$ cat src/umx_pkg.sv
// Shared types and constants for the universal machine execute core.
// Used by umx_ctrl, umx_dp and universal_machine_execute_core.
package umx_pkg;

  localparam int unsigned WordW    = 32;
  localparam int unsigned RegAw    = 3;
  localparam int unsigned NumRegs  = 1 << RegAw;
  localparam int unsigned KindW    = 4;
  localparam int unsigned OpcW     = 4;
  localparam int unsigned ImmW     = 25;
  localparam int unsigned DivCntW  = $clog2(WordW);
  localparam int unsigned InTdataW  = 72;   // 67 payload bits padded to bytes
  localparam int unsigned OutTdataW = 104;  // 99 payload bits padded to bytes

  // instruction opcodes (bits 31..28)
  localparam logic [OpcW-1:0] OPC_CMOV     = 4'd0;
  localparam logic [OpcW-1:0] OPC_INDEX    = 4'd1;
  localparam logic [OpcW-1:0] OPC_AMEND    = 4'd2;
  localparam logic [OpcW-1:0] OPC_ADD      = 4'd3;
  localparam logic [OpcW-1:0] OPC_MUL      = 4'd4;
  localparam logic [OpcW-1:0] OPC_DIV      = 4'd5;
  localparam logic [OpcW-1:0] OPC_NAND     = 4'd6;
  localparam logic [OpcW-1:0] OPC_HALT     = 4'd7;
  localparam logic [OpcW-1:0] OPC_ALLOC    = 4'd8;
  localparam logic [OpcW-1:0] OPC_FREE     = 4'd9;
  localparam logic [OpcW-1:0] OPC_OUTPUT   = 4'd10;
  localparam logic [OpcW-1:0] OPC_INPUT    = 4'd11;
  localparam logic [OpcW-1:0] OPC_LOADPROG = 4'd12;
  localparam logic [OpcW-1:0] OPC_IMM      = 4'd13;

  // request kinds
  localparam logic [KindW-1:0] KIND_DONE     = 4'd0;
  localparam logic [KindW-1:0] KIND_READ     = 4'd1;
  localparam logic [KindW-1:0] KIND_WRITE    = 4'd2;
  localparam logic [KindW-1:0] KIND_ALLOC    = 4'd3;
  localparam logic [KindW-1:0] KIND_FREE     = 4'd4;
  localparam logic [KindW-1:0] KIND_OUTPUT   = 4'd5;
  localparam logic [KindW-1:0] KIND_INPUT    = 4'd6;
  localparam logic [KindW-1:0] KIND_LOADPROG = 4'd7;
  localparam logic [KindW-1:0] KIND_HALT     = 4'd8;
  localparam logic [KindW-1:0] KIND_FAULT    = 4'd9;

  typedef enum logic [2:0] {
    ST_IDLE,
    ST_RD_BC,
    ST_RD_A,
    ST_EXEC,
    ST_MUL_WB,
    ST_DIV,
    ST_DIV_WB,
    ST_EMIT
  } umx_state_t;

  typedef struct packed {
    logic load_in;   // capture input transaction
    logic rd_bc;     // read registers B and C
    logic rd_a;      // read register A
    logic exec;      // decode, write back simple ops, capture result
    logic mul_wb;    // write product
    logic div_step;  // one quotient bit
    logic div_wb;    // write quotient
    logic out_load;  // move result into output register
  } umx_cmd_t;

  typedef struct packed {
    logic exec_mul;  // instruction in EXEC is a multiply
    logic exec_div;  // instruction in EXEC is a divide by nonzero
    logic div_last;  // last divider step this cycle
  } umx_sts_t;

endpackage

$ cat src/umx_ctrl.sv
// Controller state machine of the execute core: sequences read, execute,
// multiply/divide write-back and result hand-off. Depends on umx_pkg.
module umx_ctrl import umx_pkg::*; (
  input  logic     clk,
  input  logic     rst_n,
  input  logic     in_tvalid,
  output logic     in_tready,
  output logic     out_tvalid,
  input  logic     out_tready,
  input  umx_sts_t sts,
  output umx_cmd_t cmd
);

  umx_state_t state_r, state_nxt;
  logic       out_valid_r, out_valid_nxt;

  always_ff @(posedge clk) begin
    if (!rst_n) begin
      state_r     <= ST_IDLE;
      out_valid_r <= 1'b0;
    end else begin
      state_r     <= state_nxt;
      out_valid_r <= out_valid_nxt;
    end
  end

  always_comb begin
    state_nxt = state_r;
    cmd       = '0;
    in_tready = 1'b0;
    unique case (state_r)
      ST_IDLE: begin
        in_tready = 1'b1;
        if (in_tvalid) begin
          cmd.load_in = 1'b1;
          state_nxt   = ST_RD_BC;
        end
      end
      ST_RD_BC: begin
        cmd.rd_bc = 1'b1;
        state_nxt = ST_RD_A;
      end
      ST_RD_A: begin
        cmd.rd_a  = 1'b1;
        state_nxt = ST_EXEC;
      end
      ST_EXEC: begin
        cmd.exec = 1'b1;
        priority if (sts.exec_mul) begin
          state_nxt = ST_MUL_WB;
        end else if (sts.exec_div) begin
          state_nxt = ST_DIV;
        end else begin
          state_nxt = ST_EMIT;
        end
      end
      ST_MUL_WB: begin
        cmd.mul_wb = 1'b1;
        state_nxt  = ST_EMIT;
      end
      ST_DIV: begin
        cmd.div_step = 1'b1;
        if (sts.div_last) begin
          state_nxt = ST_DIV_WB;
        end
      end
      ST_DIV_WB: begin
        cmd.div_wb = 1'b1;
        state_nxt  = ST_EMIT;
      end
      ST_EMIT: begin
        // wait for the output register to free up
        if (!out_valid_r || out_tready) begin
          cmd.out_load = 1'b1;
          state_nxt    = ST_IDLE;
        end
      end
      default: state_nxt = ST_IDLE;
    endcase
  end

  always_comb begin
    priority if (cmd.out_load) begin
      out_valid_nxt = 1'b1;
    end else if (out_tready) begin
      out_valid_nxt = 1'b0;
    end else begin
      out_valid_nxt = out_valid_r;
    end
  end

  assign out_tvalid = out_valid_r;

endmodule

$ cat src/umx_dp.sv
// Datapath of the execute core: register file, decode, multiplier,
// radix-2 restoring divider, result and output registers. Depends on umx_pkg.
module umx_dp import umx_pkg::*; (
  input  logic              clk,
  input  logic              rst_n,
  input  umx_cmd_t          cmd,
  output umx_sts_t          sts,
  input  logic              in_operation,
  input  logic [WordW-1:0]  in_instruction_word,
  input  logic [WordW-1:0]  in_return_value,
  input  logic [RegAw-1:0]  in_return_reg,
  output logic [KindW-1:0]  out_request_kind,
  output logic [RegAw-1:0]  out_target_reg,
  output logic [WordW-1:0]  out_first_arg,
  output logic [WordW-1:0]  out_second_arg,
  output logic [WordW-1:0]  out_third_arg
);

  // captured transaction
  logic              op_r;
  logic [WordW-1:0]  word_r;
  logic [WordW-1:0]  retval_r;
  logic [RegAw-1:0]  retreg_r;

  always_ff @(posedge clk) begin
    if (cmd.load_in) begin
      op_r     <= in_operation;
      word_r   <= in_instruction_word;
      retval_r <= in_return_value;
      retreg_r <= in_return_reg;
    end
  end

  logic [OpcW-1:0]  opc;
  logic [RegAw-1:0] ra, rb, rc, imm_ra;
  logic [ImmW-1:0]  imm;

  assign opc    = word_r[WordW-1 -: OpcW];
  assign imm_ra = word_r[ImmW +: RegAw];
  assign imm    = word_r[ImmW-1:0];
  assign ra     = word_r[2*RegAw +: RegAw];
  assign rb     = word_r[RegAw +: RegAw];
  assign rc     = word_r[RegAw-1:0];

  // register file: two read ports, one write port; unwritten entries read zero
  logic [WordW-1:0]   mem [NumRegs];
  logic [NumRegs-1:0] vld_r;
  logic [WordW-1:0]   va_r, vb_r, vc_r;
  logic               wr_en;
  logic [RegAw-1:0]   wr_addr;
  logic [WordW-1:0]   wr_data;

  always_ff @(posedge clk) begin
    if (!rst_n) begin
      vld_r <= '0;
    end else if (wr_en) begin
      vld_r[wr_addr] <= 1'b1;
    end
  end

  always_ff @(posedge clk) begin
    if (wr_en) begin
      mem[wr_addr] <= wr_data;
    end
    if (cmd.rd_bc) begin
      vb_r <= vld_r[rb] ? mem[rb] : '0;
      vc_r <= vld_r[rc] ? mem[rc] : '0;
    end
    if (cmd.rd_a) begin
      va_r <= vld_r[ra] ? mem[ra] : '0;
    end
  end

  // decode and simple ops
  logic [KindW-1:0] kind;
  logic [RegAw-1:0] tgt;
  logic [WordW-1:0] a1, a2, a3;
  logic             ex_we;
  logic [RegAw-1:0] ex_waddr;
  logic [WordW-1:0] ex_wdata;
  logic             is_mul, is_div;

  always_comb begin
    kind     = KIND_DONE;
    tgt      = '0;
    a1       = '0;
    a2       = '0;
    a3       = '0;
    ex_we    = 1'b0;
    ex_waddr = ra;
    ex_wdata = '0;
    is_mul   = 1'b0;
    is_div   = 1'b0;
    if (op_r) begin
      ex_we    = 1'b1;
      ex_waddr = retreg_r;
      ex_wdata = retval_r;
    end else begin
      unique case (opc)
        OPC_CMOV: begin
          ex_we    = (vc_r != '0);
          ex_wdata = vb_r;
        end
        OPC_INDEX: begin
          kind = KIND_READ;
          tgt  = ra;
          a1   = vb_r;
          a2   = vc_r;
        end
        OPC_AMEND: begin
          kind = KIND_WRITE;
          a1   = va_r;
          a2   = vb_r;
          a3   = vc_r;
        end
        OPC_ADD: begin
          ex_we    = 1'b1;
          ex_wdata = vb_r + vc_r;
        end
        OPC_MUL: is_mul = 1'b1;
        OPC_DIV: begin
          if (vc_r == '0) begin
            kind = KIND_FAULT;
          end else begin
            is_div = 1'b1;
          end
        end
        OPC_NAND: begin
          ex_we    = 1'b1;
          ex_wdata = ~(vb_r & vc_r);
        end
        OPC_HALT: kind = KIND_HALT;
        OPC_ALLOC: begin
          kind = KIND_ALLOC;
          tgt  = rb;
          a1   = vc_r;
        end
        OPC_FREE: begin
          kind = KIND_FREE;
          a1   = vc_r;
        end
        OPC_OUTPUT: begin
          kind = KIND_OUTPUT;
          a1   = {{(WordW-8){1'b0}}, vc_r[7:0]};
        end
        OPC_INPUT: begin
          kind = KIND_INPUT;
          tgt  = rc;
        end
        OPC_LOADPROG: begin
          kind = KIND_LOADPROG;
          a1   = vb_r;
          a2   = vc_r;
        end
        OPC_IMM: begin
          ex_we    = 1'b1;
          ex_waddr = imm_ra;
          ex_wdata = {{(WordW-ImmW){1'b0}}, imm};
        end
        default: kind = KIND_FAULT;
      endcase
    end
  end

  // multiplier: low word only, registered before write-back
  logic [WordW-1:0] prod_lo;
  logic [WordW-1:0] prod_r;

  assign prod_lo = vb_r * vc_r;

  always_ff @(posedge clk) begin
    if (cmd.exec) begin
      prod_r <= prod_lo;
    end
  end

  // restoring divider, one quotient bit per cycle; divisor held in vc_r
  logic [WordW-1:0]   quo_r, rem_r;
  logic [DivCntW-1:0] cnt_r;
  logic [WordW:0]     trial;

  assign trial = {rem_r, quo_r[WordW-1]} - {1'b0, vc_r};

  always_ff @(posedge clk) begin
    if (!rst_n) begin
      cnt_r <= '0;
    end else if (cmd.exec) begin
      cnt_r <= '0;
    end else if (cmd.div_step) begin
      cnt_r <= cnt_r + 1'b1;
    end
  end

  always_ff @(posedge clk) begin
    if (cmd.exec) begin
      quo_r <= vb_r;
      rem_r <= '0;
    end else if (cmd.div_step) begin
      if (!trial[WordW]) begin
        rem_r <= trial[WordW-1:0];
        quo_r <= {quo_r[WordW-2:0], 1'b1};
      end else begin
        rem_r <= {rem_r[WordW-2:0], quo_r[WordW-1]};
        quo_r <= {quo_r[WordW-2:0], 1'b0};
      end
    end
  end

  // write port select
  always_comb begin
    wr_en   = (cmd.exec & ex_we) | cmd.mul_wb | cmd.div_wb;
    wr_addr = cmd.exec ? ex_waddr : ra;
    priority if (cmd.exec) begin
      wr_data = ex_wdata;
    end else if (cmd.mul_wb) begin
      wr_data = prod_r;
    end else begin
      wr_data = quo_r;
    end
  end

  assign sts.exec_mul = is_mul;
  assign sts.exec_div = is_div;
  assign sts.div_last = (cnt_r == DivCntW'(WordW-1));

  // result staging and output registers
  logic [KindW-1:0] res_kind_r, out_kind_r;
  logic [RegAw-1:0] res_tgt_r, out_tgt_r;
  logic [WordW-1:0] res_a1_r, res_a2_r, res_a3_r;
  logic [WordW-1:0] out_a1_r, out_a2_r, out_a3_r;

  always_ff @(posedge clk) begin
    if (cmd.exec) begin
      res_kind_r <= kind;
      res_tgt_r  <= tgt;
      res_a1_r   <= a1;
      res_a2_r   <= a2;
      res_a3_r   <= a3;
    end
    if (cmd.out_load) begin
      out_kind_r <= res_kind_r;
      out_tgt_r  <= res_tgt_r;
      out_a1_r   <= res_a1_r;
      out_a2_r   <= res_a2_r;
      out_a3_r   <= res_a3_r;
    end
  end

  assign out_request_kind = out_kind_r;
  assign out_target_reg   = out_tgt_r;
  assign out_first_arg    = out_a1_r;
  assign out_second_arg   = out_a2_r;
  assign out_third_arg    = out_a3_r;

endmodule

$ cat src/universal_machine_execute_core.sv
// Top level of the universal machine execute core: stream ports, packing,
// controller and datapath. Depends on umx_pkg, umx_ctrl and umx_dp.
//
// Usage:
//   The input stream carries one operation per transaction: tuser selects
//   execute (0) or write-back of a returned value (1). Every input
//   transaction gives exactly one result transaction on the output stream;
//   tuser there holds the request kind (done, read, write, alloc, free,
//   output, input, loadprog, halt, fault) and tdata the target register and
//   arguments for the outside memory, allocator and terminal.
//   One item at a time: in_tready is high only while the controller idles.
//   After accept the controller reads B and C, then A, and executes; a
//   multiply then writes its product back, and a divide runs its loop (one
//   quotient bit per cycle over 32 bits), which sets the worst case, and
//   writes its quotient back. Each item then loads its result for output.
//   The output register lets the next item be accepted and executed while a
//   result is stalled; the core then waits before loading its own result.
//   Reset (rst_n low, synchronous) makes the eight machine registers read
//   as zero and empties the output register.
module universal_machine_execute_core import umx_pkg::*; (
  input  logic                 clk,
  input  logic                 rst_n,
  input  logic                 in_tvalid,
  output logic                 in_tready,
  // [31:0] instruction_word, [63:32] return_value, [66:64] return_reg
  input  logic [InTdataW-1:0]  in_tdata,
  // [0] operation
  input  logic [0:0]           in_tuser,
  output logic                 out_tvalid,
  input  logic                 out_tready,
  // [2:0] target_reg, [34:3] first_arg, [66:35] second_arg, [98:67] third_arg
  output logic [OutTdataW-1:0] out_tdata,
  // [3:0] request_kind
  output logic [KindW-1:0]     out_tuser
);

  umx_cmd_t         cmd;
  umx_sts_t         sts;
  logic [RegAw-1:0] tgt;
  logic [WordW-1:0] a1, a2, a3;

  umx_ctrl u_ctrl (
    .clk        (clk),
    .rst_n      (rst_n),
    .in_tvalid  (in_tvalid),
    .in_tready  (in_tready),
    .out_tvalid (out_tvalid),
    .out_tready (out_tready),
    .sts        (sts),
    .cmd        (cmd)
  );

  umx_dp u_dp (
    .clk                 (clk),
    .rst_n               (rst_n),
    .cmd                 (cmd),
    .sts                 (sts),
    .in_operation        (in_tuser[0]),
    .in_instruction_word (in_tdata[WordW-1:0]),
    .in_return_value     (in_tdata[2*WordW-1:WordW]),
    .in_return_reg       (in_tdata[2*WordW +: RegAw]),
    .out_request_kind    (out_tuser),
    .out_target_reg      (tgt),
    .out_first_arg       (a1),
    .out_second_arg      (a2),
    .out_third_arg       (a3)
  );

  assign out_tdata = {{(OutTdataW-RegAw-3*WordW){1'b0}}, a3, a2, a1, tgt};

endmodule
$ cat config.mk
export PLATFORM = sky130hd
export DESIGN_NAME = universal_machine_execute_core
export DESIGN_NICKNAME = d
export VERILOG_FILES = /design/src/umx_pkg.sv /design/src/umx_ctrl.sv /design/src/umx_dp.sv /design/src/universal_machine_execute_core.sv
export SDC_FILE = /design/constraint.sdc
export NUM_CORES = 2
export LEC_CHECK = 0
export BUFFER_PORTS_ARGS = -buffer_cell sky130_fd_sc_hd__buf_4
export CORE_AREA = 2 2 296 298
export CTS_CLUSTER_SIZE = 14
export DETAILED_ROUTE_END_ITERATION = 10
export DIE_AREA = 0 0 298 300
export GPL_ROUTABILITY_DRIVEN = 0
export PLACE_DENSITY = 0.77
export SLEW_MARGIN = 25
export SYNTH_ARGS = -nofsm -noshare
export SYNTH_HDL_FRONTEND = slang
export SYNTH_HIERARCHICAL = 1
export SYNTH_SLANG_ARGS = --single-unit
$ cat constraint.sdc
create_clock -name clk -period 14.6 [get_ports clk]
set_input_delay 2.92 -clock clk [delete_from_list [all_inputs] [get_ports clk]]
set_output_delay 2.92 -clock clk [all_outputs]
set_load 0.05 [all_outputs]
==> flow_metrics.py <==
metrics = {
    "worst_setup_path": {
        "crit_type": "reg2reg",
        "endpoint_kind": "flop",
        "cp-start-kind": "flop",
        "cp.required_ns": 14.95,
        "cp_max_fo": 16,
        "reg2reg_depth": 25,
        "worst_ep_arrival_time_ns": 8.97,
    },
    "layout": {
        "area_delta_synth_final_pct": 10.21,
        "largest_register_ffs": 256,
        "drive_above_1_share_pct": 15.91,
        "nets": 4908,
        "top_register": "u_dp/mem",
    },
    "min_path": {
        "whs_path_depth": 0,
        "holdCritPathClass": "reg2reg",
    },
    "yosys": {
        "async_reset_ff_share_pct": 0,
        "synthDistinctLibCells": 87,
        "syn_area_mm2": 0.05141,
        "synth_top_cell_by_area": "edfxtp_1",
        "synthCells": 4150,
        "synth-edff-count": 690,
        "synth_seq_area_share_pct": 42.21,
        "yosysTopAreaCellShare_pct": 40.30,
        "synthFlopType": "edfxtp_1",
        "ys_warn_count": 6,
        "ys_ff_latch": 739,
        "synth_commonest_cells": "edfxtp_1, inv_1, fa_1",
        "yosys-top-cells-area": "edfxtp_1, fa_1, mux4_2",
        "yosysMostFrequentCell": "edfxtp_1",
        "syn_area_per_cell_um2": 12.39,
    },
    "clock_network": {
        "cts_tree": "yes",
        "clkTransAtPathRegs_ns": 0.06,
        "post_cts_buffers": 0,
        "holdBufCountCts": 0,
        "clk_latency_ns": 0.65,
        "clockBufferDepth": 3,
        "cts_max_level": 3,
        "cts.sinks": 739,
        "cts_root_buffer": "clkbuf_16",
        "cts_buffers": 78,
        "post_cts_resized": 0,
    },
    "job": {
        "max-cap-violations": 0,
    },
    "global_routing": {
        "grt_pass1_vias": 35790,
        "grt_overflow_total": 0,
        "grt_antenna_before_repair": 0,
        "track_usage_pct": 31.92,
        "grt_pass1_wl_um": 213700,
        "grt_max_degree": 77,
    },
    "sta": {
        "period_needed_ns": 8.616,
        "finalSetupTns_ns": 0,
        "worst_pin_slew_ns": 1.150,
        "finalMaxSlewViolations": 0,
        "fmax_mhz": 116.1,
        "setup_viol": 0,
        "rsz0062_at_grt": "no",
        "slew-limit-headroom_pct": 22.90,
        "period_share_pct": 59.01,
        "finalClockSkew_ns": 0.02956,
        "hold_viol": 0,
    },
    "floorplanning": {
        "core_area_mm2": 0.08621,
        "dieWidth_um": 298,
        "dieArea_mm2": 0.08940,
        "start_util_pct": 59.63,
        "row_count": 108,
        "ios": 187,
        "die_h_um": 300,
    },
    "routing": {
        "vias": 34840,
        "ant_nets": 0,
        "drt_wl_total_um": 141100,
        "via_per_inst": 6.393,
        "wl_per_cell_um": 25.89,
        "drcViolationCount": 0,
        "firstDrtPassIters": 8,
        "initialDrtViolationCount": 3798,
    },
    "placed_design": {
        "io_buffers": 176,
        "dp_hpwl_um": 93180,
    },
    "run_status": {
        "status": "finished clean",
    },
}
[area by class of cell]
cell class / count / area (µm²)
clock buffer: 101 / 2058
tap: 1155 / 1445
sequential: 739 / 21700
multi-input combinational: 2679 / 27090
fill: 6288 / 29560
clock inverter: 39 / 526.8
antenna: 2 / 5.005
inverter: 449 / 1685
timing repair buffer: 285 / 2140
[kinds of logic after synthesis]
| logic type | Yosys count | share of synthesized area [%] |
|---|---|---|
| AO/OA/AOI/OAI | 521 | 7.219 |
| flip-flops | 739 | 42.21 |
| buffers and inverters | 736 | 5.500 |
| adder cells (fa/ha/maj) | 599 | 20.57 |
| XOR/XNOR | 139 | 2.368 |
| other | 1 | 0.007295 |
| AND/OR/NAND/NOR | 1044 | 9.993 |
| multiplexers | 371 | 12.13 |
[critical path, cell delays in order (launching register included)]
cell	delay (ns)
edfxtp_1	0.96
buf_4	0.38
ha_1	0.30
inv_1	0.17
fa_1	0.42
inv_1	0.08
fa_1	0.43
fa_1	0.53
inv_1	0.05
fa_1	0.47
inv_1	0.05
fa_1	0.48
fa_1	0.59
fa_1	0.44
fa_1	0.48
ha_1	0.37
a21o_1	0.20
a21o_1	0.16
a21oi_1	0.15
nor2b_1	0.09
a2111oi_4	0.39
o21ai_1	0.18
or3b_1	0.37
a31o_2	0.26
a21oi_1	0.18
xnor2_1	0.14
[path summary, 6_finish.rpt]
kind	startpoint	endpoint	slack [ns]
max reg2reg	u_dp/vb_r[9]$_SDFFCE_PN0P_	u_dp/prod_r[31]$_DFFE_PP_	5.98
max	u_dp/vb_r[9]$_SDFFCE_PN0P_	u_dp/prod_r[31]$_DFFE_PP_	5.98
min	u_dp/res_a3_r[25]$_SDFFCE_PP0P_	u_dp/out_third_arg[25]$_DFFE_PP_	0.42
min reg2reg	u_dp/res_a3_r[25]$_SDFFCE_PP0P_	u_dp/out_third_arg[25]$_DFFE_PP_	0.42
[cell usage in the layout (no fill, tap or decap), types with 49 or more instances in the layout]
cell       instances
fa_1             410
ha_1             189
nor2_1           240
mux2i_1          133
clkbuf_16         78
edfxtp_1         690
nand2_1          306
mux4_2           198
o21ai_0           59
and2_1           282
a21oi_1          112
dfxtp_1           49
inv_1            449
xnor2_1           93
a211oi_1          67
buf_4            285
[per-stage QoR]
step | area (µm²) | util [%] | setup WS (ns) | hold WS (ns) | instances
6_report | 56660 | 65.72 | 5.984 | 0.4165 | 5449
5_1_grt | 56650 | 65.71 | 5.715 | 0.4211 | 5447
4_1_cts | 56640 | 65.70 | 6.099 | 0.4181 | 5447
3_5_place_dp | 54060 | 62.70 | 6.138 | 0.4045 | 5307
3_3_place_gp | 54040 | 62.68 | 6.177 | 0.4006 | 5306
2_1_floorplan | 51420 | - | 5.134 | 0.4003 | 4154
[per-layer routing]
metal / vias to the layer above / wire length, µm / GRT usage, %
met5: - / 0 / 0
met4: 0 / 6654 / 13.82
met3: 494 / 17880 / 8.266
met2: 2244 / 65580 / 50.90
met1: 17360 / 50950 / 41.84
li1: 14740 / - / -
Power is not shown: default switching activity piles up to over one toggle a cycle in this logic, so the estimate is an artifact.
